===== src/design/vital_sign_outlier_smoother_macros.svh =====
// Assertion macros shared by the vital-sign smoother RTL.
// Each macro expects signals clk and rst_n in the including module.
`ifndef VITAL_SIGN_OUTLIER_SMOOTHER_MACROS_SVH
`define VITAL_SIGN_OUTLIER_SMOOTHER_MACROS_SVH

// Same-cycle implication, checked outside reset.
`define VSOS_ASSERT_NOW(name, ante, cons, msg) \
    name: assert property (@(posedge clk) disable iff (!rst_n) (ante) |-> (cons)) \
        else $error(msg);

// Next-cycle implication, checked outside reset.
`define VSOS_ASSERT_NEXT(name, ante, cons, msg) \
    name: assert property (@(posedge clk) disable iff (!rst_n) (ante) |=> (cons)) \
        else $error(msg);

`endif


===== src/design/vsos_pkg.sv =====
// Package for the vital-sign outlier smoother: field widths, register
// indexes, register reset values and the configuration bundle type.
// No dependencies.
package vsos_pkg;

    localparam int VAL_W      = 10;  // stored reading / average width
    localparam int IN_W       = 11;  // two's complement reading width
    localparam int MARGIN_W   = 8;
    localparam int COUNT_W    = 4;
    localparam int CFG_IDX_W  = 3;
    localparam int CFG_DATA_W = 10;

    localparam logic [CFG_IDX_W-1:0] REG_HR_LOW     = 3'd0;
    localparam logic [CFG_IDX_W-1:0] REG_HR_HIGH    = 3'd1;
    localparam logic [CFG_IDX_W-1:0] REG_SPO2_LOW   = 3'd2;
    localparam logic [CFG_IDX_W-1:0] REG_MARGIN     = 3'd3;
    localparam logic [CFG_IDX_W-1:0] REG_RECHECK    = 3'd4;
    localparam logic [CFG_IDX_W-1:0] REG_TIMEOUT    = 3'd5;

    localparam logic [VAL_W-1:0]    RST_HR_LOW   = 10'd60;
    localparam logic [VAL_W-1:0]    RST_HR_HIGH  = 10'd150;
    localparam logic [VAL_W-1:0]    RST_SPO2_LOW = 10'd80;
    localparam logic [MARGIN_W-1:0] RST_MARGIN   = 8'd10;
    localparam logic [COUNT_W-1:0]  RST_RECHECK  = 4'd4;
    localparam logic [COUNT_W-1:0]  RST_TIMEOUT  = 4'd4;

    typedef struct packed {
        logic [VAL_W-1:0]    hr_low_limit;
        logic [VAL_W-1:0]    hr_high_limit;
        logic [VAL_W-1:0]    spo2_low_limit;
        logic [MARGIN_W-1:0] outlier_margin;
        logic [COUNT_W-1:0]  recheck_count;
        logic [COUNT_W-1:0]  timeout_count;
    } cfg_t;

endpackage


===== src/design/vsos_cfg.sv =====
// Configuration register bank for the vital-sign smoother.
// Depends on vsos_pkg for register indexes, reset values and cfg_t.
module vsos_cfg
    import vsos_pkg::*;
(
    input  logic                  clk,
    input  logic                  rst_n,
    input  logic                  cfg_we,
    input  logic [CFG_IDX_W-1:0]  cfg_index,
    input  logic [CFG_DATA_W-1:0] cfg_data,
    output cfg_t                  cfg
);

    cfg_t cfg_reg;
    cfg_t cfg_next;

    always_comb
    begin
        cfg_next = cfg_reg;
        if (cfg_we)
        begin
            case (cfg_index)
                REG_HR_LOW:   cfg_next.hr_low_limit   = cfg_data;
                REG_HR_HIGH:  cfg_next.hr_high_limit  = cfg_data;
                REG_SPO2_LOW: cfg_next.spo2_low_limit = cfg_data;
                REG_MARGIN:   cfg_next.outlier_margin = cfg_data[MARGIN_W-1:0];
                REG_RECHECK:  cfg_next.recheck_count  = cfg_data[COUNT_W-1:0];
                REG_TIMEOUT:  cfg_next.timeout_count  = cfg_data[COUNT_W-1:0];
                default:      cfg_next = cfg_reg;  // drop writes to unused indexes
            endcase
        end
    end

    always_ff @(posedge clk or negedge rst_n)
    begin
        if (!rst_n)
        begin
            cfg_reg.hr_low_limit   <= RST_HR_LOW;
            cfg_reg.hr_high_limit  <= RST_HR_HIGH;
            cfg_reg.spo2_low_limit <= RST_SPO2_LOW;
            cfg_reg.outlier_margin <= RST_MARGIN;
            cfg_reg.recheck_count  <= RST_RECHECK;
            cfg_reg.timeout_count  <= RST_TIMEOUT;
        end
        else
        begin
            cfg_reg <= cfg_next;
        end
    end

    assign cfg = cfg_reg;

endmodule


===== src/design/vsos_chan.sv =====
// One smoothing channel: history shift line, running window sums, run
// counters and average. Depends on vsos_pkg and the shared assertion macros.
`include "vital_sign_outlier_smoother_macros.svh"
module vsos_chan
    import vsos_pkg::*;
#(
    parameter int HISTORY_DEPTH = 16,
    parameter int RECENT_WINDOW = 4,
    parameter bit UPWARD        = 1'b1   // 1: drop high outliers, 0: drop low ones
)
(
    input  logic             clk,
    input  logic             rst_n,
    input  logic             step,      // request accepted this cycle
    input  logic             acc,       // reading valid and within limits
    input  logic [VAL_W-1:0] value,
    input  cfg_t             cfg,
    output logic             taken,
    output logic [VAL_W-1:0] avg       // average after this request
);

    localparam int FILL_W = $clog2(HISTORY_DEPTH + 1);
    localparam int NW     = $clog2(HISTORY_DEPTH + 1) - 1;  // windows 2, 4, .. 2**NW
    localparam int SUM_W  = VAL_W + NW;
    localparam int WIN    = (RECENT_WINDOW < HISTORY_DEPTH) ? RECENT_WINDOW : HISTORY_DEPTH;

    logic [VAL_W-1:0]   hist_reg  [HISTORY_DEPTH];
    logic [VAL_W-1:0]   hist_next [HISTORY_DEPTH];
    logic [SUM_W-1:0]   sum_reg   [NW];
    logic [SUM_W-1:0]   sum_next  [NW];
    logic [SUM_W-1:0]   sum_shift [NW];
    logic [FILL_W-1:0]  fill_reg, fill_next, fill_inc;
    logic [COUNT_W-1:0] valid_run_reg, valid_run_next;
    logic [COUNT_W-1:0] reject_run_reg, reject_run_next;
    logic [VAL_W-1:0]   avg_reg, avg_next, avg_calc;
    logic               outlier;
    logic               check;
    logic               keep;

    always_comb
    begin
        outlier = 1'b1;
        for (int i = 0; i < WIN; i++)
        begin
            if (UPWARD)
            begin
                if ({1'b0, value} < ({1'b0, hist_reg[i]} + {3'b000, cfg.outlier_margin}))
                    outlier = 1'b0;
            end
            else
            begin
                if (({1'b0, value} + {3'b000, cfg.outlier_margin}) > {1'b0, hist_reg[i]})
                    outlier = 1'b0;
            end
        end
    end

    assign check = (valid_run_reg == cfg.recheck_count);
    assign keep  = acc && !(check && outlier);
    assign taken = keep;

    // Window sums, history, fill and average after a push: add the new reading, drop the entry leaving the window.
    always_comb
    begin
        for (int j = 0; j < NW; j++)
            sum_shift[j] = sum_reg[j] + SUM_W'(value) - SUM_W'(hist_reg[(2 << j) - 1]);
        hist_next[0] = value;
        for (int i = 1; i < HISTORY_DEPTH; i++)
            hist_next[i] = hist_reg[i - 1];
        fill_inc = (fill_reg < FILL_W'(HISTORY_DEPTH)) ? fill_reg + 1'b1 : fill_reg;
        avg_calc = '0;
        for (int j = 0; j < NW; j++)
        begin
            if (fill_inc >= FILL_W'(2 << j))
                avg_calc = VAL_W'(sum_shift[j] >> (j + 1));
        end
    end

    always_comb
    begin
        valid_run_next  = valid_run_reg;
        reject_run_next = reject_run_reg;
        fill_next       = fill_reg;
        avg_next        = avg_reg;
        sum_next        = sum_reg;
        if (!acc)
        begin
            valid_run_next = '0;
            if (reject_run_reg == cfg.timeout_count)
            begin
                // timeout: clear fill and average, keep history
                fill_next = '0;
                avg_next  = '0;
            end
            else
            begin
                reject_run_next = reject_run_reg + 1'b1;
            end
        end
        else
        begin
            reject_run_next = '0;
            if (check)
            begin
                if (outlier)
                    valid_run_next = '0;
            end
            else
            begin
                valid_run_next = valid_run_reg + 1'b1;
            end
            if (keep)
            begin
                fill_next = fill_inc;
                avg_next  = avg_calc;
                sum_next  = sum_shift;
            end
        end
    end

    assign avg = avg_next;

    always_ff @(posedge clk or negedge rst_n)
    begin
        if (!rst_n)
        begin
            for (int i = 0; i < HISTORY_DEPTH; i++)
                hist_reg[i] <= '0;
            for (int j = 0; j < NW; j++)
                sum_reg[j] <= '0;
            fill_reg       <= '0;
            valid_run_reg  <= '0;
            reject_run_reg <= '0;
            avg_reg        <= '0;
        end
        else if (step)
        begin
            if (keep)
                hist_reg <= hist_next;
            sum_reg        <= sum_next;
            fill_reg       <= fill_next;
            valid_run_reg  <= valid_run_next;
            reject_run_reg <= reject_run_next;
            avg_reg        <= avg_next;
        end
    end

    `VSOS_ASSERT_NOW(a_taken_needs_acc, taken, acc, "reading taken without passing limits")
    `VSOS_ASSERT_NOW(a_fill_bound, 1'b1, fill_reg <= FILL_W'(HISTORY_DEPTH), "fill past depth")
    `VSOS_ASSERT_NEXT(a_timeout_clears, step && !acc && (reject_run_reg == cfg.timeout_count), (fill_reg == '0) && (avg_reg == '0), "timeout did not clear fill and average")
    `VSOS_ASSERT_NEXT(a_push_newest, step && keep, hist_reg[0] == $past(value), "kept reading not at head of history")

endmodule


===== src/design/vital_sign_outlier_smoother.sv =====
// Top level of the vital-sign outlier smoother: stream ports, limit checks, two smoothing
// channels and the result register. Depends on vsos_pkg, vsos_cfg and vsos_chan.
// A result sits in the output register in the cycle after its request is accepted; one
// request per cycle unless the output stalls. Limit check, outlier compare, running window
// sums and average select form one combinational pass into the state and result registers.
// Reset clears history, sums, counters, averages and result valid; registers take defaults.
module vital_sign_outlier_smoother
    import vsos_pkg::*;
#(
    parameter int HISTORY_DEPTH = 16,
    parameter int RECENT_WINDOW = 4
)
(
    input  logic                  clk,
    input  logic                  rst_n,
    // configuration write port
    input  logic                  cfg_we,
    input  logic [CFG_IDX_W-1:0]  cfg_index,
    input  logic [CFG_DATA_W-1:0] cfg_data,
    // input stream
    input  logic                  s_tvalid,
    output logic                  s_tready,
    input  logic [23:0]           s_tdata,   // hr_value[10:0], spo2_value[21:11], zero pad
    input  logic [1:0]            s_tuser,   // hr_ok[0], spo2_ok[1]
    // result stream
    output logic                  m_tvalid,
    input  logic                  m_tready,
    output logic [23:0]           m_tdata,   // hr_average[9:0], spo2_average[19:10], zero pad
    output logic [1:0]            m_tuser    // hr_taken[0], spo2_taken[1]
);

    logic [IN_W-1:0]  hr_value;
    logic [IN_W-1:0]  spo2_value;
    logic             hr_acc;
    logic             spo2_acc;
    logic             step;
    cfg_t             cfg;
    logic             hr_taken, spo2_taken;
    logic [VAL_W-1:0] hr_avg, spo2_avg;

    logic             m_tvalid_reg, m_tvalid_next;
    logic [23:0]      m_tdata_reg;
    logic [1:0]       m_tuser_reg;

    // Register bank; the user must write it only while the block is idle, the block does not enforce it.
    vsos_cfg u_cfg
    (
        .clk       (clk),
        .rst_n     (rst_n),
        .cfg_we    (cfg_we),
        .cfg_index (cfg_index),
        .cfg_data  (cfg_data),
        .cfg       (cfg)
    );

    // Take a new request whenever the result register is empty or being drained.
    assign s_tready = !m_tvalid_reg || m_tready;
    assign step     = s_tvalid && s_tready;

    assign hr_value   = s_tdata[10:0];
    assign spo2_value = s_tdata[21:11];

    // Limit checks: negative readings always fail; the magnitude then fits
    // ten bits, so the compares run unsigned on the low bits.
    assign hr_acc   = s_tuser[0] && !hr_value[IN_W-1]
                      && (hr_value[VAL_W-1:0] > cfg.hr_low_limit)
                      && (hr_value[VAL_W-1:0] < cfg.hr_high_limit);
    assign spo2_acc = s_tuser[1] && !spo2_value[IN_W-1]
                      && (spo2_value[VAL_W-1:0] > cfg.spo2_low_limit);

    // Heart rate drops readings that jump above the recent history.
    vsos_chan
    #(
        .HISTORY_DEPTH (HISTORY_DEPTH),
        .RECENT_WINDOW (RECENT_WINDOW),
        .UPWARD        (1'b1)
    )
    u_hr_chan
    (
        .clk   (clk),
        .rst_n (rst_n),
        .step  (step),
        .acc   (hr_acc),
        .value (hr_value[VAL_W-1:0]),
        .cfg   (cfg),
        .taken (hr_taken),
        .avg   (hr_avg)
    );

    // Saturation drops readings that fall below the recent history.
    vsos_chan
    #(
        .HISTORY_DEPTH (HISTORY_DEPTH),
        .RECENT_WINDOW (RECENT_WINDOW),
        .UPWARD        (1'b0)
    )
    u_spo2_chan
    (
        .clk   (clk),
        .rst_n (rst_n),
        .step  (step),
        .acc   (spo2_acc),
        .value (spo2_value[VAL_W-1:0]),
        .cfg   (cfg),
        .taken (spo2_taken),
        .avg   (spo2_avg)
    );

    // Result register: load on every accepted request, clear once taken.
    always_comb
    begin
        m_tvalid_next = m_tvalid_reg;
        if (step)
            m_tvalid_next = 1'b1;
        else if (m_tready)
            m_tvalid_next = 1'b0;
    end

    always_ff @(posedge clk or negedge rst_n)
    begin
        if (!rst_n)
            m_tvalid_reg <= 1'b0;
        else
            m_tvalid_reg <= m_tvalid_next;
    end

    always_ff @(posedge clk)
    begin
        if (step)
        begin
            m_tdata_reg <= {4'b0000, spo2_avg, hr_avg};
            m_tuser_reg <= {spo2_taken, hr_taken};
        end
    end

    assign m_tvalid = m_tvalid_reg;
    assign m_tdata  = m_tdata_reg;
    assign m_tuser  = m_tuser_reg;

endmodule

===== config.mk =====
export PLATFORM = sky130hd
export DESIGN_NAME = vital_sign_outlier_smoother
export DESIGN_NICKNAME = d
export VERILOG_FILES = /design/src/design/vsos_pkg.sv /design/src/design/vsos_cfg.sv /design/src/design/vsos_chan.sv /design/src/design/vital_sign_outlier_smoother.sv
export VERILOG_INCLUDE_DIRS = /design/src /design/src/design
export SDC_FILE = /design/constraint.sdc
export NUM_CORES = 1
export LEC_CHECK = 0
export BUFFER_PORTS_ARGS = -buffer_cell sky130_fd_sc_hd__buf_4
export CORE_AREA = 2 2 307 309
export DETAILED_ROUTE_END_ITERATION = 8
export DIE_AREA = 0 0 309 311
export HOLD_SLACK_MARGIN = 0.02
export PLACE_DENSITY = 0.51
export SYNTH_ARGS = -nofsm -noshare
export SYNTH_HDL_FRONTEND = slang
export SYNTH_SLANG_ARGS = --single-unit

===== constraint.sdc =====
create_clock -name clk -period 13.06 [get_ports clk]
set_input_delay 0.653 -clock clk [delete_from_list [all_inputs] [get_ports clk]]
set_output_delay 0.653 -clock clk [all_outputs]
set_load 0.01 [all_outputs]

==> results by group, run 1 <==
Timing
  • Maximum clock frequency: 152 MHz
  • Setup total negative slack: 0 ps
  • Hold Vio Cnt, Final: 0
  • Slew headroom: 35.0%
  • Final Skew: around 43 ps
  • Max-slew violations: 0
  • Setup-failing EPs final: 0
  • RSZ-0062 raised after global routing: no
  • Hold WS: between 150 and 200 ps
  • Final WS setup: between 6000 and 7000 ps
  • Worst-Margin Slew: 966 ps
  • Period utilization: between 50% and 60%
  • Post-layout minimum cycle time: 6560 ps

Logic synthesis
  • Fraction of registers with async set or reset after synthesis: between 90% and 100%
  • Synth top cells by count: sky130_fd_sc_hd__dfrtp_1 (499), sky130_fd_sc_hd__inv_1 (368), sky130_fd_sc_hd__o21ai_0 (283)
  • Seq cells post-synth: 535
  • Cell types occupying the most area after synthesis: sky130_fd_sc_hd__dfrtp_1 (39%), sky130_fd_sc_hd__ha_1 (9.8%), sky130_fd_sc_hd__mux2_2 (8.4%), sky130_fd_sc_hd__fa_1 (5.3%), sky130_fd_sc_hd__o21ai_0 (4.4%)
  • Multiplexer share of the synthesized area: between 10% and 20%
  • Post-Synth Simple-Gate Area: between 7 and 8%
  • Post-Synthesis Cells: slightly below 3,000
  • Synth warn: 0
  • Most area-hungry cell type in the Yosys netlist: sky130_fd_sc_hd__dfrtp_1
  • Largest family of logic cells by synthesized area: adder cells
  • Share of the synthesized area in the top cell type: about 39%
  • Synth Flop Type: sky130_fd_sc_hd__dfrtp_1
  • Synth Area in Compound Gates: around an eighth
  • Fraction of synthesized cell area in xor and xnor cells: 4.06%
  • Seq/Total Area, Yosys: a little over two fifths
  • Library cells used by synthesis: 84
  • Most common cell in the synthesized netlist: sky130_fd_sc_hd__dfrtp_1
  • Cell area after technology mapping: about 32,000 um^2
  • Synthesized-area fraction occupied by adder cells: between 10% and 20%
  • Number of enable flip-flop cells after synthesis: 22
  • Mean instance size in the synthesized netlist: ~11 um^2

Pwr
  • Combinational group share of total power: about half
  • Total internal power: around 0.0048 W
  • Leakage: between 15 and 20 nW
  • Clock group share of total power: roughly 22%
  • Switching power summed over all nets: 0.00344 W
  • Maximum VDD drop: 0.122 mV
  • Relative contribution of sequential cells to total power: 27.4%
  • Net Sw Frac: between 40% and 50%
  • PwrDens: 229 nW/um^2

Layout
  • Utilization after layout: 38.9%
  • Filler instances: 9,164
  • Share of post-route cells with drive strength above 1: 17.4%
  • Seq. cell area: 13,500 um^2
  • Area taken by multi-input logic gates: approximately 17,000 um^2
  • Area grow syn2layout: 12.2%
  • Layout Cells excl Fill: approximately 4,300
  • Final layout net count: about 3,400

Setup path
  • Worst reg-to-reg path cell count: 18
  • Crit path required time: about 14,000 ps
  • Crit path capture type: flop
  • Largest fanout on the critical path: 69
  • Critical Path Start Type: flop
  • Arr. time, crit path: just over 7000 ps
  • Type of the worst setup path: reg -> reg

CTS
  • Worst skew pair latency: between 600 and 700 ps
  • Max clock buf depth: 3
  • Clock H-tree levels: 2
  • TritonCTS clock tree: yes
  • Cell at the root of the clock tree: sky130_fd_sc_hd__clkbuf_16
  • TritonCTS Buffers: 61
  • Clk pin slew, worst setup/hold paths: 60 ps
  • Clock net sink count: roughly 540

GRT
  • Initial antenna violation count: 2
  • Vias in the first global route: roughly 21,000
  • Wire length of the first global-routing pass: approximately 120,000 um
  • Maximum number of pins on one net before global-route repair: between 90 and 100
  • Total GRT Usage: between 15 and 20%
  • Overflow left after global routing: 0

Hold path
  • Hold Path Depth: 2
  • Hold WC Path Type: in -> reg

Placement
  • Placed cell count: 4,227
  • Post-placement setup slack: between 6000 and 7000 ps
  • Dpl hpwl: around 55,000 um
  • Routability Congestion: 0.837
  • Number of buffer cells added on primary ports: between 60 and 70

Route
  • Vias: between 20,000 and 25,000
  • Detailed-router iteration count before antenna repair: 5
  • Average wire per standard cell: around 18 um
  • Residual antenna-violating net count after detailed routing: 0
  • First DRT Iteration DRCs: 1,070
  • Via count normalized by instance count: 4.87
  • Routed WL: roughly 77,000 um
  • Remaining DRCs: 0

Die
  • Number of top-level design ports: 72
  • Die height: roughly 310 um
  • Area of the die: roughly 96,000 um^2
  • Die boundary width: about 310 um
  • Std-Cell Rows: roughly 110
  • Total core area: roughly 93,000 um^2
  • Initial Utilization: between 30% and 40%

Run
  • Number of violations of the max-capacitance limit: 0

Status
  • Outcome: complete, no violations
[final cells by class]
type,count,area share [%]
antenna,1,0.00694
timing repair buffer,92,1.94
clock inverter,36,1.36
inverter,370,3.85
multi-input combinational,1977,46.3
clock buffer,80,4.74
sequential,535,37.5
tap,1254,4.35
[stage by stage]
step                total power (W)  cell area [um^2]
floorplan                   0.00532             32100
global placement            0.00640             33800
detailed placement          0.00642             33800
CTS                         0.00834             36100
global route                0.00901             36100
finish                      0.00825             36100
[cell families (layout without fill, tap and decap cells)]
kind of cell | count (synthesis) | after routing
AND/OR/NAND/NOR | 494 | 494
AO/OA/AOI/OAI | 666 | 666
flip-flops | 535 | 535
XOR/XNOR | 149 | 149
buffers and inverters | 467 | 578
other | 1 | 5
multiplexers | 328 | 328
adder cells (fa/ha/maj) | 336 | 336
[routing by layer]
metal / GRT usage [%] / wire, um / up-vias
li1: - / - / 10464
met1: 22.3 / 36300 / 10360
met2: 27.0 / 36200 / 246
met3: 2.09 / 2330 / 103
met4: 4.47 / 1870 / 2
met5: 0 / 12 / -
[cell usage in the layout (no fill, tap or decap), drive strengths merged, types with 10 or more instances in the layout]
master and count:
dfrtp 499, inv 372, mux2 305, o21ai 286, ha 251, nand2 172
a21oi 98, buf 91, fa 85, nor2 84, xnor2 83, clkbuf 80
nand3 76, xor2 66, a21o 50, o21a 37, nand2b 32, nor3 32
a211oi 30, nor2b 25, mux2i 23, edfxtp 22, clkinv 21, o21bai 18
a221oi 17, and3 16, nand4 15, dfstp 14, a31oi 13, o211ai 13
nor4 11, o31ai 10
[critical path: stages (launching register included)]
cell and delay (ps):
sky130_fd_sc_hd__dfstp_2 780, sky130_fd_sc_hd__ha_1 310, sky130_fd_sc_hd__a21o_1 170, sky130_fd_sc_hd__a21oi_1 230
sky130_fd_sc_hd__o21bai_1 100, sky130_fd_sc_hd__a21oi_1 220, sky130_fd_sc_hd__nor2b_1 70, sky130_fd_sc_hd__o21ai_0 200
sky130_fd_sc_hd__a21oi_1 110, sky130_fd_sc_hd__xnor2_1 410, sky130_fd_sc_hd__ha_1 330, sky130_fd_sc_hd__and3_1 160
sky130_fd_sc_hd__a221oi_1 330, sky130_fd_sc_hd__a21oi_1 110, sky130_fd_sc_hd__nor3_1 630, sky130_fd_sc_hd__a31o_4 840
sky130_fd_sc_hd__buf_4 620, sky130_fd_sc_hd__o21a_1 570, sky130_fd_sc_hd__a2bb2o_1 230
[worst paths after layout]
kind / startpoint / endpoint / slack, ps
hold / removal: s_tvalid / m_tvalid$_DFFE_PN0P_ / 170
max in group asynchronous: rst_n / u_hr_chan.hist_next[144]$_DFFE_PN0P_ / 9520
min in group asynchronous: rst_n / u_spo2_chan.hist_next[71]$_DFFE_PN0P_ / 590
setup / recovery: u_cfg.cfg[9]$_DFFE_PN1P_ / u_spo2_chan.avg_reg[3]$_DFFE_PN0P_ / 6500
setup reg to reg: u_cfg.cfg[9]$_DFFE_PN1P_ / u_spo2_chan.avg_reg[3]$_DFFE_PN0P_ / 6500
hold reg to reg: u_hr_chan.hist_next[99]$_DFFE_PN0P_ / u_hr_chan.hist_next[89]$_DFFE_PN0P_ / 470
[what timing repair did]
action | 4_1_cts | 5_1_grt
setup endpoints to repair | 0 | 0
hold buffers | 1 | 0
buffers inserted | 0 | 0
endpoints found under the hold margin | 20 | 0
gates resized for setup | 0 | 0
[power groups by stage]
stage	Combinational, W	Sequential [W]	Clock (W)
finish	0.00414	0.00226	0.00185
global route	0.00473	0.00230	0.00198
CTS	0.00417	0.00226	0.00191
detailed placement	0.00413	0.00229	0
global placement	0.00412	0.00228	0
floorplan	0.00312	0.00220	0
No activity file was read; power rests on OpenSTA's default activity.
==> inputs of run 2 (changes only) <==
--- a/config.mk
+++ b/config.mk
@@ -6,12 +6,13 @@
 export SDC_FILE = /design/constraint.sdc
 export NUM_CORES = 1
 export LEC_CHECK = 0
+export ABC_AREA = 1
 export BUFFER_PORTS_ARGS = -buffer_cell sky130_fd_sc_hd__buf_4
-export CORE_AREA = 2 2 307 309
+export CORE_AREA = 2 2 311 313
 export DETAILED_ROUTE_END_ITERATION = 8
-export DIE_AREA = 0 0 309 311
+export DIE_AREA = 0 0 313 315
 export HOLD_SLACK_MARGIN = 0.02
-export PLACE_DENSITY = 0.51
+export PLACE_DENSITY = 0.53
 export SYNTH_ARGS = -nofsm -noshare
 export SYNTH_HDL_FRONTEND = slang
 export SYNTH_SLANG_ARGS = --single-unit
==> constraint.sdc (replaced) <==
create_clock -name clk -period 6 [get_ports clk]
set_input_delay 0.3 -clock clk [delete_from_list [all_inputs] [get_ports clk]]
set_output_delay 0.3 -clock clk [all_outputs]
set_load 0.01 [all_outputs]
==> run 2 against run 1 <==
  * Clock power grew 130%
  * Via count rose by 22%
  * Count of clock-buffer cells in the layout up 19
  * Critical path depth up 9
  * Register-to-register slack got worse by 5400 ps
  * Final area grew 3.3%
  * Sequential share of layout area down 1.2 points
  * Utilization is essentially flat
==> results by group, run 2 <==
Status
  • Outcome: complete, no violations

Setup path
  • Register-to-register path setup slack: ~1100 ps
  • Type of the worst setup path: reg -> reg
  • Reg-to-reg startpoint: u_cfg.cfg[9]$_DFFE_PN1P_
  • Largest fanout on the critical path: 36
  • Critical Path Start Type: flop
  • Crit path required time: approximately 6500 ps
  • Reg-to-Reg End: u_hr_chan.sum_reg[7]$_DFFE_PN0P_
  • Arr. time, crit path: between 5000 and 6000 ps
  • Crit path capture type: flop
  • Worst reg-to-reg path cell count: 27

GRT
  • Wire length of the first global-routing pass: around 140,000 um
  • Total GRT Usage: about 18%
  • Maximum number of pins on one net before global-route repair: about 130
  • Overflow left after global routing: 0
  • Initial antenna violation count: 1
  • Vias in the first global route: roughly 25,000

Timing
  • Max-slew violations: 0
  • Hold Vio Cnt, Final: 0
  • RSZ-0062 raised after global routing: no
  • Period utilization: around four fifths
  • Setup-failing EPs final: 0
  • Final Skew: between 20 and 25 ps
  • Slew headroom: about 43%
  • Worst-Margin Slew: roughly 850 ps
  • Maximum clock frequency: between 200 and 250 MHz
  • Post-layout minimum cycle time: approximately 4900 ps
  • Setup total negative slack: 0 ps

Logic synthesis
  • Cell area after technology mapping: roughly 33,000 um^2
  • Seq/Total Area, Yosys: 40.8%
  • Most area-hungry cell type in the Yosys netlist: sky130_fd_sc_hd__dfrtp_1
  • Synth top cells by count: sky130_fd_sc_hd__nand2_1 (1,582), sky130_fd_sc_hd__inv_1 (575), sky130_fd_sc_hd__dfrtp_1 (499)
  • Number of enable flip-flop cells after synthesis: 22
  • Seq cells post-synth: about 540
  • Share of the synthesized area in the top cell type: between 30 and 40%
  • Fraction of registers with async set or reset after synthesis: 95.9%
  • Cell types occupying the most area after synthesis: sky130_fd_sc_hd__dfrtp_1 (38%), sky130_fd_sc_hd__nand2_1 (18%), sky130_fd_sc_hd__ha_1 (9.5%), sky130_fd_sc_hd__inv_1 (6.5%), sky130_fd_sc_hd__fa_1 (5.1%)
  • Mean instance size in the synthesized netlist: around 7.9 um^2
  • Most common cell in the synthesized netlist: sky130_fd_sc_hd__nand2_1
  • Synth warn: 0
  • Library cells used by synthesis: 52
  • Synth Flop Type: sky130_fd_sc_hd__dfrtp_1
  • Post-Synthesis Cells: between 4,000 and 5,000

Route
  • Detailed-router iteration count before antenna repair: 5
  • First DRT Iteration DRCs: 1,600
  • Residual antenna-violating net count after detailed routing: 0
  • Via count normalized by instance count: 4.62
  • Routed WL: about 84,000 um
  • Remaining DRCs: 0
  • Vias: ~26,000
  • Average wire per standard cell: 15.0 um

Pwr
  • Relative contribution of sequential cells to total power: between 20% and 30%
  • Clock group share of total power: 22.1%
  • Overall power: between 0.015 and 0.02 W
  • Switching power summed over all nets: about 0.0084 W
  • Net Sw Frac: around 44%
  • Total internal power: about 0.011 W
  • PwrDens: 509 nW/um^2
  • Maximum VDD drop: approximately 0.21 mV
  • Leakage: 19.9 nW
  • Combinational group share of total power: between 50% and 60%

Layout
  • Seq. cell area: 13,500 um^2
  • Number of inserted diodes: 0
  • Area grow syn2layout: 12.3%
  • Commonest cells after routing, fill and taps aside: sky130_fd_sc_hd__nand2_1 (1,582), sky130_fd_sc_hd__inv_1 (575), sky130_fd_sc_hd__dfrtp_1 (499)
  • Area taken by multi-input logic gates: approximately 17,000 um^2
  • Most frequent standard cell in the layout excluding fill and tap cells: sky130_fd_sc_hd__nand2_1
  • Share of post-route cells with drive strength above 1: between 5 and 6%
  • Final layout net count: 4,648
  • Filler instances: just under 10,000

Placement
  • Dpl hpwl: between 50,000 and 60,000 um
  • Number of buffer cells added on primary ports: 65
  • Routability Congestion: 0.864

CTS
  • TritonCTS Buffers: 67
  • TritonCTS clock tree: yes
  • Max clock buf depth: 3
  • Worst skew pair latency: between 600 and 700 ps
  • Clock net sink count: 535
  • Clock H-tree levels: 3
  • Cell at the root of the clock tree: sky130_fd_sc_hd__clkbuf_16
  • CTS resizes: 0
  • Clk pin slew, worst setup/hold paths: about 60 ps

Die
  • Die boundary width: ~310 um
  • Std-Cell Rows: between 100 and 150
  • Number of top-level design ports: between 70 and 80
  • Die height: 315 um
  • Area of the die: just under 100,000 um^2
  • Initial Utilization: between 30% and 40%
  • Total core area: approximately 96,000 um^2

Hold path
  • Hold Path Depth: 3
  • End point of the most critical hold path: u_cfg.cfg[12]$_DFFE_PN0P_
  • Hold path start: cfg_data[4]
  • Hold WC Path Type: in -> reg

Run
  • Number of violations of the max-capacitance limit: 0
## run 2: logic make-up after synthesis
kind of cell / count (synthesis) / synth area share [%]
simple gates: 2026 / 24.5
buf+inv: 705 / 8.84
flops: 535 / 40.8
compound gates: 491 / 7.99
fa+ha+maj: 336 / 14.6
xor+xnor: 123 / 3.25
other cells: 1 / 0.0113
## run 2: worst max-delay path by stage
stage / start / endpoint / slack [ps]
2_1_floorplan: u_cfg.cfg[9]$_DFFE_PN1P_ / u_spo2_chan.hist_next[0]$_DFFE_PN0P_ / 2140
3_3_place_gp: u_cfg.cfg[9]$_DFFE_PN1P_ / u_hr_chan.sum_reg[12]$_DFFE_PN0P_ / 1170
3_5_place_dp: u_cfg.cfg[9]$_DFFE_PN1P_ / u_hr_chan.sum_reg[7]$_DFFE_PN0P_ / 1150
4_1_cts: u_cfg.cfg[9]$_DFFE_PN1P_ / u_hr_chan.sum_reg[8]$_DFFE_PN0P_ / 1120
5_1_grt: u_cfg.cfg[9]$_DFFE_PN1P_ / u_spo2_chan.sum_reg[12]$_DFFE_PN0P_ / 730
6_report: u_cfg.cfg[9]$_DFFE_PN1P_ / u_hr_chan.sum_reg[7]$_DFFE_PN0P_ / 1140
## run 2: repair_timing
action | CTS | global route
setup buffers | 0 | 0
hold buffers | 5 | 0
endpoints found under the hold margin | 95 | 0
## run 2: power by group through the flow
stage	clock network, W	logic (W)	registers [W]
detailed placement	0	0.00976	0.00505
floorplan	0	0.00739	0.00486
global placement	0	0.00971	0.00504
CTS	0.00433	0.00984	0.00500
global route	0.00447	0.0114	0.00509
finish	0.00419	0.00977	0.00498
## run 2: critical path: stages (launching register included)
cell                       delay (ps)
sky130_fd_sc_hd__dfstp_2          750
sky130_fd_sc_hd__inv_1            120
sky130_fd_sc_hd__fa_1             460
sky130_fd_sc_hd__nand3b_1         170
sky130_fd_sc_hd__nand2_1          140
sky130_fd_sc_hd__a21oi_1           80
sky130_fd_sc_hd__o21ai_0          200
sky130_fd_sc_hd__xnor2_1          160
sky130_fd_sc_hd__ha_1             270
sky130_fd_sc_hd__a21o_1           180
sky130_fd_sc_hd__nor2_1            90
sky130_fd_sc_hd__nand2_1          100
sky130_fd_sc_hd__nand2_1           80
sky130_fd_sc_hd__nand2_1           50
sky130_fd_sc_hd__nand2_1           50
sky130_fd_sc_hd__nand2_1           60
sky130_fd_sc_hd__nand2_1           60
sky130_fd_sc_hd__nor2_1            40
sky130_fd_sc_hd__nand3_1           70
sky130_fd_sc_hd__buf_4            210
sky130_fd_sc_hd__nand2_1           80
sky130_fd_sc_hd__inv_2            230
sky130_fd_sc_hd__nand2_8          240
sky130_fd_sc_hd__inv_6            290
sky130_fd_sc_hd__buf_12           230
sky130_fd_sc_hd__buf_12           200
sky130_fd_sc_hd__nand2_1           70
sky130_fd_sc_hd__o21ai_0           80
## run 2: area by class of cell
cell class / instances / area share [%]
Sequential cell: 535 / 36.3
Timing Repair Buffer: 99 / 2.42
Tap cell: 1276 / 4.29
Multi-Input combinational cell: 2980 / 45.0
Clock buffer: 99 / 5.29
Clock inverter: 23 / 0.837
Inverter: 585 / 5.92
## run 2: stage by stage
stage	hold slack [ps]	setup WS [ps]	instance area [um^2]	std cells	util [%]
after detailed placement	374	1150	34900	5470	36.5
after global placement	371	1170	34900	5470	36.5
final	56.6	1140	37200	5597	38.9
after floorplan	4.41	2140	33200	4220	-
after CTS	25.1	1120	37200	5597	38.9
after global routing	81.6	733	37200	5597	38.9
## run 2: per-layer routing
layer	global-route usage, %	share of wire, %	vias up
met3	2.28	2.9	103
met4	4.37	2.2	0
li1	-	-	13348
met1	24.5	49	12081
met5	0	0	-
met2	28.8	46	301
